### config.mk
export PLATFORM = sky130hd
export DESIGN_NAME = msp_request_framer
export DESIGN_NICKNAME = d
export VERILOG_FILES = /design/src/hw/rtl/msp_pkg.sv /design/src/hw/rtl/msp_front.sv /design/src/hw/rtl/msp_job_fifo.sv /design/src/hw/rtl/msp_back.sv /design/src/hw/rtl/msp_request_framer.sv
export SDC_FILE = /design/constraint.sdc
export NUM_CORES = 1
export LEC_CHECK = 0
export BUFFER_PORTS_ARGS = -buffer_cell sky130_fd_sc_hd__buf_2
export CAP_MARGIN = 20
export CORE_UTILIZATION = 42
export CTS_CLUSTER_DIAMETER = 30
export DETAILED_ROUTE_END_ITERATION = 10
export HOLD_SLACK_MARGIN = 0.02
export PLACE_DENSITY = 0.58
export SETUP_SLACK_MARGIN = 0.5
export SLEW_MARGIN = 10
export SYNTH_ARGS = -nofsm -noshare
export SYNTH_HDL_FRONTEND = slang
export SYNTH_HIERARCHICAL = 1
export SYNTH_SLANG_ARGS = --single-unit
### constraint.sdc
create_clock -name clk -period 2.95 [get_ports clk]
set_input_delay 0.1475 -clock clk [delete_from_list [all_inputs] [get_ports clk]]
set_output_delay 0.1475 -clock clk [all_outputs]
set_load 0.02 [all_outputs]
### src/hw/rtl/msp_pkg.sv
// ----------------------------------------------------------------------------
// msp_pkg: shared types and constants of the MSP request framer
// Request and result structs, the job record passed from front to back,
// and the header characters of a request frame.
// ----------------------------------------------------------------------------
`default_nettype none

package msp_pkg;

    // opcode of a request
    localparam logic OP_START = 1'b0;
    localparam logic OP_DATA  = 1'b1;

    // frame header characters
    localparam logic [7:0] HDR_DOLLAR = 8'h24;
    localparam logic [7:0] HDR_M      = 8'h4D;
    localparam logic [7:0] HDR_LT     = 8'h3C;

    // byte positions within a start job
    localparam logic [2:0] STEP_DOLLAR = 3'd0;
    localparam logic [2:0] STEP_M      = 3'd1;
    localparam logic [2:0] STEP_LT     = 3'd2;
    localparam logic [2:0] STEP_LEN    = 3'd3;
    localparam logic [2:0] STEP_CMD    = 3'd4;
    localparam logic [2:0] STEP_CSUM   = 3'd5;

    // byte positions within a payload job
    localparam logic [2:0] STEP_DATA     = 3'd0;
    localparam logic [2:0] STEP_DATA_SUM = 3'd1;

    typedef struct packed {
        logic       opcode;
        logic [7:0] command;
        logic [7:0] payload_length;
        logic [7:0] data_byte;
    } msp_req_t;

    typedef struct packed {
        logic [7:0] out_byte;
        logic       frame_end;
    } msp_rsp_t;

    // one classified request, ready for serialization
    typedef struct packed {
        logic       is_start;
        logic [7:0] len;
        logic [7:0] val;       // command on start jobs, payload byte otherwise
        logic [7:0] csum;      // checksum after this job
        logic       has_csum;  // job closes the frame
    } msp_job_t;

endpackage

`default_nettype wire

### src/hw/rtl/msp_front.sv
// ----------------------------------------------------------------------------
// msp_front: request classifier
// Accepts requests, tracks the open frame and checksum, and queues one job
// per request that produces output.
// ----------------------------------------------------------------------------
`default_nettype none

module msp_front
    import msp_pkg::*;
(
    input  wire logic     clk,
    input  wire logic     rst_n,
    input  wire logic     push,
    input  wire msp_req_t req,
    input  wire logic     job_full,
    output logic          job_push,
    output msp_job_t      job
);

    logic [7:0] running_xor_reg;
    logic [7:0] bytes_left_reg;
    logic       frame_open_reg;

    logic       is_start;
    logic       accept;
    logic [7:0] left_dec;

    // classify the request and build its job
    always_comb
    begin
        is_start     = (req.opcode == OP_START);
        accept       = push && !job_full;
        left_dec     = bytes_left_reg - 8'd1;
        job.is_start = is_start;
        job.len      = req.payload_length;
        if (is_start)
        begin
            job.val      = req.command;
            job.csum     = req.payload_length ^ req.command;
            job.has_csum = (req.payload_length == 8'd0);
        end
        else
        begin
            job.val      = req.data_byte;
            job.csum     = running_xor_reg ^ req.data_byte;
            job.has_csum = (left_dec == 8'd0);
        end
        // drop payload with no frame open
        job_push = accept && (is_start || frame_open_reg);
    end

    // advance frame state on every queued job
    always_ff @(posedge clk or negedge rst_n)
    begin
        if (!rst_n)
        begin
            running_xor_reg <= 8'd0;
            bytes_left_reg  <= 8'd0;
            frame_open_reg  <= 1'b0;
        end
        else if (job_push)
        begin
            running_xor_reg <= job.csum;
            bytes_left_reg  <= is_start ? req.payload_length : left_dec;
            frame_open_reg  <= !job.has_csum;
        end
    end

endmodule

`default_nettype wire

### src/hw/rtl/msp_job_fifo.sv
// ----------------------------------------------------------------------------
// msp_job_fifo: job queue
// Small first-in first-out queue of jobs between classifier and serializer.
// ----------------------------------------------------------------------------
`default_nettype none

module msp_job_fifo
    import msp_pkg::*;
#(
    parameter int DEPTH = 4
)
(
    input  wire logic     clk,
    input  wire logic     rst_n,
    input  wire logic     wr_en,
    input  wire msp_job_t wr_job,
    input  wire logic     rd_en,
    output msp_job_t      rd_job,
    output logic          full,
    output logic          empty
);

    localparam int PW = (DEPTH > 1) ? $clog2(DEPTH) : 1;
    localparam int CW = $clog2(DEPTH + 1);
    localparam logic [PW-1:0] LAST_PTR = PW'(DEPTH - 1);
    localparam logic [CW-1:0] FULL_CNT = CW'(DEPTH);

    msp_job_t      mem [DEPTH];
    logic [PW-1:0] wr_ptr_reg;
    logic [PW-1:0] rd_ptr_reg;
    logic [CW-1:0] count_reg;

    logic          do_wr;
    logic          do_rd;

    assign full   = (count_reg == FULL_CNT);
    assign empty  = (count_reg == '0);
    assign do_wr  = wr_en && !full;
    assign do_rd  = rd_en && !empty;
    assign rd_job = mem[rd_ptr_reg];

    // store incoming jobs
    always_ff @(posedge clk)
    begin
        if (do_wr)
        begin
            mem[wr_ptr_reg] <= wr_job;
        end
    end

    // advance pointers and fill count
    always_ff @(posedge clk or negedge rst_n)
    begin
        if (!rst_n)
        begin
            wr_ptr_reg <= '0;
            rd_ptr_reg <= '0;
            count_reg  <= '0;
        end
        else
        begin
            if (do_wr)
            begin
                wr_ptr_reg <= (wr_ptr_reg == LAST_PTR) ? '0 : wr_ptr_reg + PW'(1);
            end
            if (do_rd)
            begin
                rd_ptr_reg <= (rd_ptr_reg == LAST_PTR) ? '0 : rd_ptr_reg + PW'(1);
            end
            if (do_wr && !do_rd)
            begin
                count_reg <= count_reg + CW'(1);
            end
            else if (do_rd && !do_wr)
            begin
                count_reg <= count_reg - CW'(1);
            end
        end
    end

endmodule

`default_nettype wire

### src/hw/rtl/msp_back.sv
// ----------------------------------------------------------------------------
// msp_back: frame serializer
// Walks the head job byte by byte into a one-entry output register.
// ----------------------------------------------------------------------------
`default_nettype none

module msp_back
    import msp_pkg::*;
(
    input  wire logic     clk,
    input  wire logic     rst_n,
    input  wire msp_job_t job,
    input  wire logic     job_empty,
    output logic          job_pop,
    input  wire logic     pop,
    output logic          empty,
    output msp_rsp_t      rsp
);

    logic [2:0] step_reg;
    logic       out_valid_reg;
    msp_rsp_t   rsp_reg;

    logic       advance;
    logic       emit;
    logic       last_step;
    logic [7:0] sel_byte;

    // pick the byte for the current step
    always_comb
    begin
        advance = !out_valid_reg || pop;
        emit    = advance && !job_empty;
        if (job.is_start)
        begin
            last_step = (step_reg == (job.has_csum ? STEP_CSUM : STEP_CMD));
            case (step_reg)
                STEP_DOLLAR: sel_byte = HDR_DOLLAR;
                STEP_M:      sel_byte = HDR_M;
                STEP_LT:     sel_byte = HDR_LT;
                STEP_LEN:    sel_byte = job.len;
                STEP_CMD:    sel_byte = job.val;
                default:     sel_byte = job.csum;
            endcase
        end
        else
        begin
            last_step = (step_reg == (job.has_csum ? STEP_DATA_SUM : STEP_DATA));
            sel_byte  = (step_reg == STEP_DATA) ? job.val : job.csum;
        end
        job_pop = emit && last_step;
    end

    assign empty = !out_valid_reg;
    assign rsp   = rsp_reg;

    // hold step and output valid
    always_ff @(posedge clk or negedge rst_n)
    begin
        if (!rst_n)
        begin
            step_reg      <= STEP_DOLLAR;
            out_valid_reg <= 1'b0;
        end
        else
        begin
            if (emit)
            begin
                step_reg      <= last_step ? STEP_DOLLAR : step_reg + 3'd1;
                out_valid_reg <= 1'b1;
            end
            else if (pop)
            begin
                out_valid_reg <= 1'b0;
            end
        end
    end

    // load the output byte
    always_ff @(posedge clk)
    begin
        if (emit)
        begin
            rsp_reg.out_byte  <= sel_byte;
            rsp_reg.frame_end <= last_step && job.has_csum;
        end
    end

endmodule

`default_nettype wire

### src/hw/rtl/msp_request_framer.sv
// ----------------------------------------------------------------------------
// msp_request_framer: MSP v1 request frame builder
// Turns start and payload requests into the byte stream of a request frame.
// ----------------------------------------------------------------------------
// Usage:
//   Request side is a queue: drive req and raise push; the request is taken
//   on a clock edge with push high and full low. A start request yields
//   '$' 'M' '<' length command, plus the checksum byte when length is zero.
//   Each payload request yields its byte, plus the checksum (frame_end set)
//   after the last one. Payload with no frame open is dropped; a start
//   request abandons any open frame.
//   Result side is a queue: rsp is valid while empty is low, and is taken
//   on an edge with pop high and empty low.
//   With the queue and output idle, an accepted request is first written into
//   the job queue, then its first byte is loaded into the output register. The
//   output emits one byte per cycle while pop keeps it drained; a start request
//   yields five or six bytes and a closing payload two, and the job queue
//   (FIFO_DEPTH entries) absorbs requests meanwhile.
//   When pop stays low the output byte holds and the queue fills; full then
//   rises. Reset clears the frame state, the queue and the output valid flag.
// ----------------------------------------------------------------------------
`default_nettype none

module msp_request_framer
    import msp_pkg::*;
#(
    parameter int FIFO_DEPTH = 4
)
(
    input  wire logic     clk,
    input  wire logic     rst_n,
    input  wire logic     push,
    output logic          full,
    input  wire msp_req_t req,
    output logic          empty,
    input  wire logic     pop,
    output msp_rsp_t      rsp
);

    msp_job_t job_in;
    msp_job_t job_head;
    logic     job_push;
    logic     job_pop;
    logic     job_full;
    logic     job_empty;

    assign full = job_full;

    // classify requests
    msp_front u_front (
        .clk      (clk),
        .rst_n    (rst_n),
        .push     (push),
        .req      (req),
        .job_full (job_full),
        .job_push (job_push),
        .job      (job_in)
    );

    // decouple classifier from serializer
    msp_job_fifo #(
        .DEPTH (FIFO_DEPTH)
    ) u_fifo (
        .clk    (clk),
        .rst_n  (rst_n),
        .wr_en  (job_push),
        .wr_job (job_in),
        .rd_en  (job_pop),
        .rd_job (job_head),
        .full   (job_full),
        .empty  (job_empty)
    );

    // serialize frames
    msp_back u_back (
        .clk       (clk),
        .rst_n     (rst_n),
        .job       (job_head),
        .job_empty (job_empty),
        .job_pop   (job_pop),
        .pop       (pop),
        .empty     (empty),
        .rsp       (rsp)
    );

    // a start request always queues a job
    a_start_queues: assert property (@(posedge clk) disable iff (!rst_n)
        (push && !full && req.opcode == OP_START) |-> job_push)
        else $error("start request not queued");

    // a start job holds the queue for at least five output bytes
    a_start_stays: assert property (@(posedge clk) disable iff (!rst_n)
        (job_push && job_in.is_start) |=> !job_empty)
        else $error("start job left the queue too early");

    // a job leaves only with a byte going to the output
    a_pop_fills_out: assert property (@(posedge clk) disable iff (!rst_n)
        job_pop |=> !empty)
        else $error("job retired without output byte");

endmodule

`default_nettype wire

==> impl_results.md <==
* Syn Inst Count at between 400 and 500
* Core Box Area at around 0.015 mm^2
* Fraction of layout cells with a size suffix above 1 at between 30% and 40%
* Number of global-route vias before repair at roughly 3,800
* Worst Path Buf+Inv at 1
* Max FFs per register at 104
* Layout Utilization at between 50 and 60%
* All-Layer GR Usage at about 18%
* Worst Hold Endpoint: u_fifo/mem[3][23]$_DFFE_PP_
* Post-Synth Adder-Cell Area at 2.836%
* RSZ-0062 raised after global routing: true
* Placed inst area at between 0.006 and 0.007 mm^2
* CTS tree: yes
* Final period utilization at between 80% and 90%
* Combinational power share at roughly a third
* NetSw at about 0.0026 W
* Compound-Gate Fraction of Synth Area at about 5.5%
* DRC viols at 0
* Root Buffer: clkbuf_16
* Reg-to-Reg End: u_fifo/count_reg[1]$_DFFE_PN0P_
* Final GP Congestion at between 0.8 and 0.9
* Routed WL at about 13,000 um
* Syn nets at ~450
* Dpl hpwl at about 8300 um
* Crit path depth at 9
* Row count at 44
* Total gr overflow at 0
* H-tree Lvls at 4
* Reg2Reg Depth at 9
* Clock Path Buffers at 2
* WL/cell at about 19 um
* Post-synthesis async set-or-reset flop share at slightly below 20%
* Slew @ Worst Pin at between 0.7 and 0.8 ns
* Outcome: finished clean
* Synth Area in XOR/XNOR at between 3 and 4%
* LEAKAGE at around 2.7 nW
* Initial Utilization at ~44%
* Antenna violations before repair at 0
* CP max stage delay at 0.54 ns
* Final #Nets at 507
* CTS clock-pin slew for the worst setup and hold paths at about 0.060 ns
* IO Pins at 40
* P&R area growth vs syn at 16.26%
* Sequential fraction of the synthesis area at 63.55%
* Top_reg_cell synth: edfxtp_1
* Slew margin rel. at about half
* Multiplexer area fraction after synthesis at about 15%
* Synthesized area per cell at approximately 16 um^2
* Power, Total at 0.007872 W
* R2R Setup Slk at just under 0.4 ns
* Cells along the critical path: mux4_2 -> xor2_1 -> nor2_2 -> and3_4 -> o31ai_4 -> ha_2 -> inv_2 -> fa_2 -> mux2_2
* Post-synthesis simple-gate area fraction at under 10%
* Clock Sinks at 141
* Post-route cell area at approximately 0.0075 mm^2
* Crit-path slowest cell: mux4_2
* Slew Limit Fails at 0
* Worst Skew at roughly 0.011 ns
* Cell area after synthesis at 0.006442 mm^2
* Synthesis warning total at 6
* Die H at approximately 130 um
* Setup tns final at 0 ns
* Die area at ~0.016 mm^2
* Count of cell types in the netlist at 54
* EDFF count, synth at roughly 110
* Critical Path AT at roughly 2.9 ns
* First-pass GRT wire length at ~21,000 um
* # diodes at 0
* WP data required at between 3 and 4 ns
* Critical path class: reg2reg
* Crit Reg-Reg Startpoint: u_fifo/rd_ptr_reg[0]$_DFFE_PN0P_
* Largest net degree at the start of global routing at 40
* I/O Buffers at 39
* Num CTS Buffers at 17
* Max cap viols at 0
* CP endpoint kind: register
* Worst setup SP type: register
* CP max FO at 2
* Sw Share at 32.57%
* Clock Latency Late Sink at 0.42 ns
* Minimum clock period after layout at 2.560 ns
* Pint at 0.005308 W
* Max rail drop VDD at around 0.44 mV
* # fillers at roughly 1,200
* Final setup viols at 0
* Via-to-Cell Ratio at 5.371
* Hold WC Path Type: in2reg
* Fmax achieved at approximately 390 MHz
* FF+latch count, synth at between 100 and 150
* Worst hold path depth at 1
* Via count at 3,550
* 1st-pass router iterations at 5
* Min-delay src: req[14]
* Clock power share at 26.1%
* Flop pwr share at approximately two fifths
* Drt first-iter violations at around 190
* Cell Pwr Density at 1051 mW/mm^2
* Final hold vios at 0
* Critical path's top delay family: multiplexers
* Die Wd at between 100 and 150 um
* Routed Antenna Nets at 0
* Main combinational cell family by area after synthesis: multiplexers
[worst register-to-register path: cells and delay by family, from the launching register on]
kind / cells / cell delay, ns
flops: 1 / 0.39
fa+ha+maj: 2 / 0.63
mux: 2 / 0.81
simple gates: 2 / 0.33
compound gates: 1 / 0.07
buf+inv: 1 / 0.05
xor+xnor: 1 / 0.16
[how the worst max path moves through the flow]
stage	from	to	slack, ns
global placement	u_fifo/rd_ptr_reg[0]$_DFFE_PN0P_	u_fifo/count_reg[1]$_DFFE_PN0P_	0.31
detailed placement	u_fifo/rd_ptr_reg[0]$_DFFE_PN0P_	u_fifo/count_reg[1]$_DFFE_PN0P_	0.23
CTS	u_fifo/rd_ptr_reg[0]$_DFFE_PN0P_	u_fifo/count_reg[1]$_DFFE_PN0P_	0.34
finish	u_fifo/rd_ptr_reg[0]$_DFFE_PN0P_	u_fifo/count_reg[1]$_DFFE_PN0P_	0.39
floorplan	u_fifo/rd_ptr_reg[0]$_DFFE_PN0P_	u_fifo/count_reg[1]$_DFFE_PN0P_	0.27
global route	u_fifo/rd_ptr_reg[0]$_DFFE_PN0P_	u_fifo/count_reg[2]$_DFFE_PN0P_	0.29
[Yosys cell counts, types with 5 or more instances]
cell type  instances  area, um^2
ha_1              13       162.7
mux2i_1            5       50.05
nor2_1            20       75.07
o21ai_0           16       80.08
nand2_1           14       52.55
nand3_1            9       45.04
inv_1             13       48.80
a21oi_1            8       40.04
mux2_2            18       202.7
mux2_1             6       67.56
xor2_1            12       105.1
a221oi_1           8       70.07
xnor2_1           12       105.1
mux4_2            26       585.6
buf_2              8       40.04
dfrtp_1           28       700.7
o22ai_1            7       43.79
edfxtp_1         113        3393
buf_4             10       75.07
and2_1             5       31.28
[per-layer routing]
metal | GRT usage, % | up-vias | share of wire, %
met5 | 0 | - | 0
met4 | 6.804 | 0 | 1.5
met3 | 4.545 | 16 | 5.4
met2 | 28.24 | 93 | 49
met1 | 23.31 | 1778 | 44
li1 | - | 1663 | -
[through the flow]
step,hold slack (ns),setup WS [ns],std cells
after floorplan,-0.1481,0.2737,406
after global placement,0.2408,0.3131,618
after detailed placement,0.2467,0.2274,618
after global routing,0.03005,0.2901,661
after CTS,0.02342,0.3366,658
final,0.02929,0.3898,661
[power by group through the flow]
stage                     Sequential [W]  Clock (W)  Combinational, W
after floorplan                  0.00315          0           0.00194
after global placement           0.00314          0           0.00258
after detailed placement         0.00316          0           0.00262
final                            0.00311    0.00205           0.00271
after CTS                        0.00311    0.00210           0.00269
after global routing             0.00318    0.00217           0.00301
[cell usage in the layout, fill, tap and decap left out, types with 4 or more instances in the layout]
cell        netlist  layout
o21ai_0          16      16
a21oi_1           8       8
xnor2_1          12      11
ha_1             13      12
mux2_1            6       6
buf_2             8      39
o22ai_1           7       7
dfrtp_1          28      28
inv_6             0       4
a221oi_1          8       8
nor2_1           20      19
nor3_1            4       4
nand2_1          14      14
and2_2            0       4
mux4_2           26      26
mux2i_1           5       5
clkinvlp_4        0       4
mux2_2           18      18
edfxtp_1        113     113
inv_1            13      12
clkinv_1          1       4
nand3_1           9       9
clkbuf_16         0      17
nand2b_1          4       4
xor2_1           12      12
buf_4            10      23
nor2b_1           4       4
[final cells by class]
| class | instances | area [um^2] | share of cell area [%] |
|---|---|---|---|
| Sequential cell | 141 | 4094 | 54.66 |
| Inverter | 14 | 52.55 | 0.7016 |
| Clock inverter | 14 | 141.4 | 1.888 |
| Timing Repair Buffer | 66 | 409.1 | 5.463 |
| Clock buffer | 18 | 429.2 | 5.730 |
| Multi-Input combinational cell | 224 | 2133 | 28.48 |
| Tap cell | 184 | 230.2 | 3.074 |
[repair_timing]
item,in CTS,in global routing
buffers inserted,5,3
gates resized for setup,0,3
hold buffers,3,0
pin swaps,3,3
hold endpoints to repair,33,0
endpoints found under the setup margin,2,2
[cell families after synthesis]
logic type / Yosys count
compound gates: 54
xor+xnor: 24
fa+ha+maj: 14
buf+inv: 41
flops: 141
mux: 57
simple gates: 75
Power figures use the tool's default switching activity.
